<file path="src/design/pcps_pkg.sv">
// ----------------------------------------------------------------------------
// pcps_pkg: shared types and constants
// Register indexes, fixed field widths, controller states and the control
// structs passed between the controller, the vertex cells and the edge unit.
// ----------------------------------------------------------------------------
`timescale 1ns / 1ps

package pcps_pkg;

   localparam int COUNT_W     = 5;   // vertex_count register
   localparam int TOL_W       = 20;  // collinear_tolerance register
   localparam int INDEX_W     = 4;   // vertex_index field
   localparam int CSR_INDEX_W = 2;
   localparam int MIN_EDGES   = 3;

   localparam logic [CSR_INDEX_W-1:0] REG_VERTEX_COUNT = 2'd0;
   localparam logic [CSR_INDEX_W-1:0] REG_FLOOR_Z      = 2'd1;
   localparam logic [CSR_INDEX_W-1:0] REG_CEILING_Z    = 2'd2;
   localparam logic [CSR_INDEX_W-1:0] REG_TOLERANCE    = 2'd3;

   localparam logic MODE_VERTEX = 1'b0;
   localparam logic MODE_QUERY  = 1'b1;

   typedef enum logic [1:0] {
      ST_IDLE,
      ST_RUN,
      ST_DRAIN,
      ST_FINISH
   } state_type;

   typedef struct packed {
      logic load;
      logic shift;
   } cell_ctrl_type;

   typedef struct packed {
      logic start;
      logic edge_valid;
   } eval_ctrl_type;

   typedef struct packed {
      logic busy;
      logic reject;
   } eval_status_type;

endpackage

</file>
<file path="src/design/pcps_vertex_cell.sv">
// ----------------------------------------------------------------------------
// pcps_vertex_cell: one polygon vertex slot
// Holds one vertex; loads from the request channel or takes its neighbor's
// vertex when the ring rotates.
// ----------------------------------------------------------------------------
`timescale 1ns / 1ps

module pcps_vertex_cell #(
   parameter int COORD_WIDTH = 24
) (
   input  logic                          clock,
   input  pcps_pkg::cell_ctrl_type       ctrl,
   input  logic signed [COORD_WIDTH-1:0] load_x,
   input  logic signed [COORD_WIDTH-1:0] load_y,
   input  logic signed [COORD_WIDTH-1:0] next_x,
   input  logic signed [COORD_WIDTH-1:0] next_y,
   output logic signed [COORD_WIDTH-1:0] vertex_x,
   output logic signed [COORD_WIDTH-1:0] vertex_y
);
   import pcps_pkg::*;

   logic signed [COORD_WIDTH-1:0] x_ff, x_in;
   logic signed [COORD_WIDTH-1:0] y_ff, y_in;

   always_comb begin
      x_in = x_ff;
      y_in = y_ff;
      if (ctrl.load) begin
         x_in = load_x;
         y_in = load_y;
      end else if (ctrl.shift) begin
         x_in = next_x;
         y_in = next_y;
      end
   end

   always_ff @(posedge clock) begin
      x_ff <= x_in;
      y_ff <= y_in;
   end

   assign vertex_x = x_ff;
   assign vertex_y = y_ff;

endmodule

</file>
<file path="config.mk">
export PLATFORM = sky130hd
export DESIGN_NAME = pcps_vertex_cell
export DESIGN_NICKNAME = d
export VERILOG_FILES = /design/src/design/pcps_pkg.sv /design/src/design/pcps_vertex_cell.sv
export SDC_FILE = /design/constraint.sdc
export NUM_CORES = 1
export LEC_CHECK = 0
export ABC_AREA = 1
export ABC_CLOCK_PERIOD_IN_PS = 2550
export BUFFER_PORTS_ARGS = -buffer_cell sky130_fd_sc_hd__buf_2
export CELL_PAD_IN_SITES_DETAIL_PLACEMENT = 1
export CELL_PAD_IN_SITES_GLOBAL_PLACEMENT = 1
export CORE_ASPECT_RATIO = 1.75
export CORE_MARGIN = 10
export CORE_UTILIZATION = 28
export CTS_BUF_LIST = sky130_fd_sc_hd__clkbuf_16
export DETAILED_ROUTE_END_ITERATION = 6
export HOLD_SLACK_MARGIN = 0.1
export PLACE_DENSITY = 0.78
export SETUP_SLACK_MARGIN = 0.5
export SYNTH_ARGS = -nofsm -noshare
export SYNTH_HDL_FRONTEND = slang
export SYNTH_SLANG_ARGS = --single-unit
</file>
<file path="constraint.sdc">
create_clock -name clock -period 2.55 [get_ports clock]
set_input_delay 0.3825 -clock clock [delete_from_list [all_inputs] [get_ports clock]]
set_output_delay 0.3825 -clock clock [all_outputs]
set_load 0.01 [all_outputs]
</file>
==> results.tsv <==
metric	value	unit
hold path start	next_y[8]	
synthesis-to-layout area growth	43.49	%
CORE AREA	7233	um^2
largest net degree at the start of global routing	50	
Hold EP	vertex_y[8]	
critical path peak fanout	49	
Clock transition at path regs	0.06	ns
worst min path class	in2reg	
RSZ-0062 raised after global routing	no	
drt total wl	6.963	mm
relative max-transition margin	0.2420	
P_leak	0.001578	uW
fin nets	447	
Int Pwr	1458	uW
post-synthesis sequential area ratio	0.6948	
Num CTS Buffers	5	
Max VDD drop	0.2957	mV
drt pass-1 iters	4	
PD cells	644.4	nW/um^2
Slew Limit Fails	0	
CTS tree	built	
die height	133.9	um
layout cell share with drive strength beyond 1	0.4454	
DR iter-0 viols	85	
Final period util	0.6310	
clock power share	0.322	
share of power burned in registers	0.515	
post-DR vias/cell	4.358	
RD Place Congestion	0.7270	
routed len/inst	15.97	um
Net Sw Power	460.2	uW
Final min period	1.609	ns
Final Total Pwr	1918	uW
total track usage	0.1171	
# setup viols final	0	
Yosys cell types	7	
Top Ports	147	
Setup Fix Bufs, Post-CTS	0	
H-tree level count	2	
Cell Rows	41	
initial antenna violation count	2	
sw frac	0.2400	
Max Cap Viol	0	
hold path depth	3	
CP required	2.58	ns
Vias	1900	
Worst Path Arrival	1.64	ns
YS warnings	0	
Post-CTS Resized	0	
synthesized area per cell	10.12	um^2
Port Buf Inserts	146	
CTS Hold Bufs	0	
synthesized area	2074	um^2
Die Width	85.07	um
critical path type	in2reg	
Syn Inst Count	205	
Gate power share	0.163	
residual DRC count	0	
Remaining Overflow, GRT	0	
Starting Density	0.2868	
FMAX	0.6215	GHz
Crit. End Element	register	
DP HPWL	5.486	mm
deepest clock path buffer count	2	
outcome	finished, final reports clean	
net count after synthesis	304	
first-pass GRT wire length	10.58	mm
die area	11390	um^2
final hold vios	0	
clk sinks	48	
vias in the first global route	2066	
ANT nets after route	0	
Seq cells post-synth	48	
slew at the pin closest to its max-slew limit	1.137	ns
setup TNS	0	ns
CP Launch Type	primary input	
root buffer cell	clkbuf_16	
[worst max-delay path: stages]
cell	delay, ns
buf_2	0.09
buf_4	0.43
inv_2	0.48
nand2_1	0.18
nand2_1	0.07
[kinds of logic after synthesis]
logic type             share of synthesized area
flip-flops                                0.6948
AND/OR/NAND/NOR                           0.2636
buffers and inverters                    0.04162
[final cells by class]
cell class / instances / area [um^2]
repair buffers: 147 / 738.2
flip-flops and latches: 48 / 1441
inverters: 1 / 3.754
fillers: 912 / 4257
clock inverters: 2 / 8.758
multi-input cells: 145 / 546.8
well taps: 86 / 107.6
diodes: 2 / 5.005
clock buffers: 5 / 125.1
[routing by layer]
metal  vias to the layer above  part of all wire  wire (um)  global-route usage
met5                         -                 0          0                   0
met4                         0             0.012         86             0.04136
met3                         5             0.098        679             0.05094
met2                        87              0.54       3753              0.2107
met1                       871              0.35       2443              0.1143
li1                        937                 -          -                   -
[worst max-delay path by stage]
stage	slack, ns	end	from	depth (start not counted)
2_1_floorplan	0.88	vertex_x[0]	ctrl[1]	3
3_3_place_gp	0.68	vertex_y[14]	ctrl[1]	5
3_5_place_dp	0.60	vertex_y[14]	ctrl[1]	5
4_1_cts	0.90	vertex_y[14]	ctrl[1]	5
5_1_grt	0.77	vertex_x[11]	ctrl[1]	5
6_report	0.94	vertex_y[14]	ctrl[1]	5
[placed cells by master (no fill, tap or decap), drive strengths merged]
master  instances
buf           147
clkbuf          5
clkinv          1
diode           2
edfxtp         48
inv             2
nand2         144
or2             1
[flip-flops by register name, indices dropped and copies added (netlist names)]
signal and flops:
vertex_y 24, vertex_x 24
[power by group through the flow]
| stage | logic [uW] | clock network (uW) | registers (uW) |
|---|---|---|---|
| final | 313 | 617 | 987 |
| after global placement | 313 | 0 | 1000 |
| after floorplan | 88.7 | 0 | 1060 |
| after global routing | 350 | 656 | 995 |
| after CTS | 323 | 640 | 989 |
| after detailed placement | 322 | 0 | 1010 |
[cell usage after synthesis (all sizes together)]
cell    number  area (um^2)
buf         11        82.58
or2          1        6.260
nand2      144        540.5
inv          1        3.750
edfxtp      48         1441
[stage by stage]
stage          hold slack [ns]  std cells  utilization  setup slack [ns]  cell area, um^2
3_5_place_dp            0.6515        427       0.3923            0.6014             2838
2_1_floorplan           0.5611        205            -            0.8830             2074
6_report                0.3609        436       0.4115            0.9410             2977
5_1_grt                 0.3679        435       0.4112            0.7699             2974
4_1_cts                 0.3523        434       0.4108            0.8997             2972
3_3_place_gp            0.6455        427       0.3923            0.6775             2838
No activity file was read; power rests on OpenSTA's default activity.
