--- src/design/pcps_pkg.sv ---
// ----------------------------------------------------------------------------
// pcps_pkg: shared types and constants
// Register indexes, fixed field widths, controller states and the control
// structs passed between the controller, the vertex cells and the edge unit.
// ----------------------------------------------------------------------------
`timescale 1ns / 1ps

package pcps_pkg;

   localparam int COUNT_W     = 5;   // vertex_count register
   localparam int TOL_W       = 20;  // collinear_tolerance register
   localparam int INDEX_W     = 4;   // vertex_index field
   localparam int CSR_INDEX_W = 2;
   localparam int MIN_EDGES   = 3;

   localparam logic [CSR_INDEX_W-1:0] REG_VERTEX_COUNT = 2'd0;
   localparam logic [CSR_INDEX_W-1:0] REG_FLOOR_Z      = 2'd1;
   localparam logic [CSR_INDEX_W-1:0] REG_CEILING_Z    = 2'd2;
   localparam logic [CSR_INDEX_W-1:0] REG_TOLERANCE    = 2'd3;

   localparam logic MODE_VERTEX = 1'b0;
   localparam logic MODE_QUERY  = 1'b1;

   typedef enum logic [1:0] {
      ST_IDLE,
      ST_RUN,
      ST_DRAIN,
      ST_FINISH
   } state_type;

   typedef struct packed {
      logic load;
      logic shift;
   } cell_ctrl_type;

   typedef struct packed {
      logic start;
      logic edge_valid;
   } eval_ctrl_type;

   typedef struct packed {
      logic busy;
      logic reject;
   } eval_status_type;

endpackage

--- src/design/pcps_edge_eval.sv ---
// ----------------------------------------------------------------------------
// pcps_edge_eval: edge cross product and sign tracker
// Four-stage pipeline: differences, products, cross product, then the
// tolerance check and sign-consistency tracking. One edge per cycle.
// ----------------------------------------------------------------------------
`timescale 1ns / 1ps

module pcps_edge_eval #(
   parameter int COORD_WIDTH = 24
) (
   input  logic                          clock,
   input  logic                          reset,
   input  pcps_pkg::eval_ctrl_type       ctrl,
   input  logic signed [COORD_WIDTH-1:0] prev_x,
   input  logic signed [COORD_WIDTH-1:0] prev_y,
   input  logic signed [COORD_WIDTH-1:0] cur_x,
   input  logic signed [COORD_WIDTH-1:0] cur_y,
   input  logic signed [COORD_WIDTH-1:0] point_x,
   input  logic signed [COORD_WIDTH-1:0] point_y,
   input  logic [pcps_pkg::TOL_W-1:0]    tolerance,
   output pcps_pkg::eval_status_type     status
);
   import pcps_pkg::*;

   localparam int D_W = COORD_WIDTH + 1;
   localparam int P_W = 2 * D_W;
   localparam int C_W = P_W + 1;

   logic                  valid1_ff, valid1_in;
   logic                  valid2_ff, valid2_in;
   logic                  valid3_ff, valid3_in;
   logic signed [D_W-1:0] ex_ff, ex_in, ey_ff, ey_in;
   logic signed [D_W-1:0] tx_ff, tx_in, ty_ff, ty_in;
   logic signed [P_W-1:0] prod_a_ff, prod_a_in, prod_b_ff, prod_b_in;
   logic signed [C_W-1:0] cross_ff, cross_in;
   logic                  have_sign_ff, have_sign_in;
   logic                  last_neg_ff, last_neg_in;
   logic                  reject_ff, reject_in;

   logic signed [C_W-1:0] tol_pos;
   logic signed [C_W-1:0] tol_neg;
   logic                  keep;
   logic                  neg;

   always_comb begin
      ex_in     = D_W'(cur_x) - D_W'(prev_x);
      ey_in     = D_W'(cur_y) - D_W'(prev_y);
      tx_in     = D_W'(point_x) - D_W'(prev_x);
      ty_in     = D_W'(point_y) - D_W'(prev_y);
      prod_a_in = P_W'(ex_ff) * P_W'(ty_ff);
      prod_b_in = P_W'(ey_ff) * P_W'(tx_ff);
      cross_in  = C_W'(prod_a_ff) - C_W'(prod_b_ff);
      valid1_in = ctrl.edge_valid;
      valid2_in = valid1_ff;
      valid3_in = valid2_ff;
   end

   // |cross| > tol, checked on both sides without negating the cross product
   always_comb begin
      tol_pos = signed'(C_W'(tolerance));
      tol_neg = -tol_pos;
      neg     = cross_ff[C_W-1];
      keep    = (cross_ff > tol_pos) || (cross_ff < tol_neg);
   end

   always_comb begin
      have_sign_in = have_sign_ff;
      last_neg_in  = last_neg_ff;
      reject_in    = reject_ff;
      if (ctrl.start) begin
         have_sign_in = 1'b0;
         last_neg_in  = 1'b0;
         reject_in    = 1'b0;
      end else if (valid3_ff && keep) begin
         if (have_sign_ff && (neg != last_neg_ff)) begin
            reject_in = 1'b1;
         end
         have_sign_in = 1'b1;
         last_neg_in  = neg;
      end
   end

   always_ff @(posedge clock) begin
      if (reset) begin
         valid1_ff    <= 1'b0;
         valid2_ff    <= 1'b0;
         valid3_ff    <= 1'b0;
         have_sign_ff <= 1'b0;
         last_neg_ff  <= 1'b0;
         reject_ff    <= 1'b0;
      end else begin
         valid1_ff    <= valid1_in;
         valid2_ff    <= valid2_in;
         valid3_ff    <= valid3_in;
         have_sign_ff <= have_sign_in;
         last_neg_ff  <= last_neg_in;
         reject_ff    <= reject_in;
      end
   end

   always_ff @(posedge clock) begin
      ex_ff     <= ex_in;
      ey_ff     <= ey_in;
      tx_ff     <= tx_in;
      ty_ff     <= ty_in;
      prod_a_ff <= prod_a_in;
      prod_b_ff <= prod_b_in;
      cross_ff  <= cross_in;
   end

   assign status.busy   = valid1_ff | valid2_ff | valid3_ff;
   assign status.reject = reject_ff;

endmodule
--- config.mk ---
export PLATFORM = sky130hd
export DESIGN_NAME = pcps_edge_eval
export DESIGN_NICKNAME = d
export VERILOG_FILES = /design/src/design/pcps_pkg.sv /design/src/design/pcps_edge_eval.sv
export SDC_FILE = /design/constraint.sdc
export NUM_CORES = 2
export LEC_CHECK = 0
export BUFFER_PORTS_ARGS = -buffer_cell sky130_fd_sc_hd__buf_2
export CAP_MARGIN = 25
export CORE_MARGIN = 4
export CORE_UTILIZATION = 55
export DETAILED_ROUTE_END_ITERATION = 7
export PLACE_DENSITY = 0.72
export SLEW_MARGIN = 20
export SYNTH_ARGS = -nofsm -noshare
export SYNTH_HDL_FRONTEND = slang
export SYNTH_SLANG_ARGS = --single-unit
--- constraint.sdc ---
create_clock -name clock -period 17.1 [get_ports clock]
set_clock_uncertainty 0.05 [all_clocks]
set_input_delay 0.855 -clock clock [delete_from_list [all_inputs] [get_ports clock]]
set_output_delay 0.855 -clock clock [all_outputs]
set_load 0.03 [all_outputs]
==> impl_results.md <==
* Status: finished, final reports clean
* Slowest cell on the critical path: dfxtp_1
* Avg Synthesized Cell Area at 9.25 sq um
* Deepest level of the CTS H-tree at 1
* Mean number of vias per cell at 5.55
* Post-layout min period at 8.45 ns
* CTS tree: yes
* Class of the most critical hold timing path: reg2reg
* Via count of the first global-routing pass at approximately 47,000
* Setup Total Neg Slack at 0 ns
* Post CTS Setup Buffer Count at 0
* Largest fanout on the critical path at 25
* Count of final max-slew check failures at 0
* Grt ovf at 0
* Buffer and inverter count on the worst path at 5
* Port Buffer Count at 169
* Full die area at 113,000 sq um
* Nets at between 8,000 and 9,000
* Detailed Route WL at between 150,000 and 200,000 um
* Hold Violations, Final at 0
* Top-level I/O count at 170
* # rows at 120
* Post-Synthesis Cell Area at 59,300 sq um
* Total placed cells including tap cells at around 8,000
* Global routing usage summed across all routing layers at 29.3%
* Number of unique standard cell types used by synthesis at 75
* Crit end category: flip-flop
* Count of antenna-violating nets left after detailed routing at 0
* Stage delay of the slowest cell on the critical path at 1.02 ns
* CP most frequent cell: fa_1
* Inserted Clock Buffers at 30
* Filler Cells Inserted at 9,375
* Post-cts repair resize count at 0
* Peak clock frequency supported by timing at approximately 120 MHz
* Async set-reset flop share out of synthesis at 0%
* Number of synthesized flops with an enable pin at 0
* Net count after synthesis at 8,403
* Deepest clock path buffer count at 3
* CP top delay family: adder cells
* Actual transition at the worst max-transition pin at 1.11 ns
* Number of antenna violations at the first check in global routing at 7
* Share of the yosys chip area belonging to registers at under 10%
* Hold-fix buffers at CTS at 0
* DR vias at 43,800
* Unrepaired setup endpoints after global routing: no
* Data arrival, critical path at roughly 9 ns
* DR WL/cell at 20.3 um
* Worst slack at placement at roughly 8.7 ns
* Die X at 336 um
* Worst path required time at 17.52 ns
* Count of clock tree sinks at 257
* Clock transition at path regs at 0.07 ns
* Global-route wire length before repair at 258,000 um
* Standard cell area after detailed placement at 61,700 sq um
* Buffer type at the clock tree root: clkbuf_16
* Top library cells by usage in the layout, fill and taps aside: inv_1 (1,447), fa_1 (1,321), nand2_1 (715)
* Length of the first detailed-routing pass in iterations at 5
* Fraction of final layout cells with drive strength greater than 1 at 5.25%
* Setup violation total in the final timing report at 0
* Initial Util at 55.4%
* Final worst slack at 8.65 ns
* Routability Congestion at 0.918
* Tightest slew margin relative to the limit at 25.9%
* Non-Filler Cell Area, Final at 62,900 sq um
* Post-synth top flop: dfxtp_1
* # DRC at 0
* Most common cell after layout, fill and taps aside: inv_1
* Number of cells in the finished layout apart from fillers at roughly 7,900
* Overall die height at 336 um
* Detailed-placement wirelength estimate at around 130,000 um
* Period utilisation layout at 49.4%
* Setup CP Type: reg2reg
* Number of violations reported at the end of detailed-routing iteration 0 at 2,870
* Clock latency at the later pin of the worst-skew pair at about 0.60 ns
* Largest net degree at the start of global routing at 26
* Synthesized netlist cell count at 6,415
* Yosys warns at 0
* Post-synthesis sequential element count at 257
* Layout area overhead at 6.04%
* Placeable core area at 107,000 sq um
* CP Launch Type: flip-flop
* Max-cap violations at 0
[cell type report]
class / instances / area, sq um / area share (%)
multi-input cells: 4482 / 47900 / 76.1
clock inverters: 24 / 268 / 0.426
diodes: 1 / 2.50 / 0.00398
clock buffers: 32 / 779 / 1.24
flip-flops and latches: 257 / 5150 / 8.18
repair buffers: 254 / 1630 / 2.59
inverters: 1448 / 5440 / 8.64
well taps: 1403 / 1760 / 2.79
[metal layers]
metal / track usage, % / part of all wire, % / wire, um
met1: 39.8 / 41 / 66200
met2: 48.6 / 47 / 75600
met3: 4.36 / 7.2 / 11500
met4: 10.2 / 4.2 / 6800
met5: 0 / 0.031 / 50
[cells by family (layout without fill, tap and decap cells)]
| logic type | Yosys count | count (layout) | share of synthesized area [%] |
|---|---|---|---|
| fa+ha+maj | 1820 | 1820 | 55.1 |
| compound gates | 625 | 625 | 6.99 |
| buf+inv | 1676 | 1758 | 10.6 |
| simple gates | 1787 | 1787 | 15.0 |
| mux | 2 | 2 | 0.0337 |
| xor+xnor | 248 | 248 | 3.66 |
| flops | 257 | 257 | 8.67 |
| other cells | 0 | 1 | 0 |
[stage by stage]
| step | utilization, % | hold WS [ns] |
|---|---|---|
| 3_5_place_dp | 57.6 | 0.397 |
| 5_1_grt | 58.8 | 0.415 |
| 6_report | 58.8 | 0.406 |
| 2_1_floorplan | - | 0.376 |
| 4_1_cts | 58.6 | 0.404 |
| 3_3_place_gp | 57.5 | 0.385 |
[registers in the layout, summed over array words and instances (netlist names)]
name / count
valid2_ff: 1
prod_a_ff: 50
prod_b_ff: 50
have_sign_ff: 1
reject_ff: 1
valid3_ff: 1
last_neg_ff: 1
tx_ff: 25
valid1_ff: 1
cross_ff: 51
ey_ff: 25
ty_ff: 25
ex_ff: 25
[path summary, 6_finish.rpt]
check,start,to,slack [ns],cells after the start
setup / recovery,ey_ff[11],prod_b_ff[49],8.65,26
hold / removal,valid2_ff,valid3_ff,0.41,1
setup reg to reg,ey_ff[11],prod_b_ff[49],8.65,26
hold reg to reg,valid2_ff,valid3_ff,0.41,1
[synth_stat cells (32+ instances only)]
master,count,area (sq um)
a21o_1,122,916
a21oi_1,172,861
and2_1,606,3790
clkbuf_1,225,845
dfxtp_1,257,5140
fa_1,1321,26400
ha_1,499,6240
inv_1,1447,5430
nand2_1,715,2680
nand2b_1,36,225
nand3_1,32,160
nand4_1,32,200
nor2_1,186,698
nor2b_1,38,238
nor3_1,45,225
o21a_1,38,285
o21ai_0,107,536
o21bai_1,34,255
xnor2_1,180,1580
xor2_1,68,596
Power is left out: the tool's default activity adds up to more than one toggle a clock period on the data nets, which glitch-free logic cannot reach.
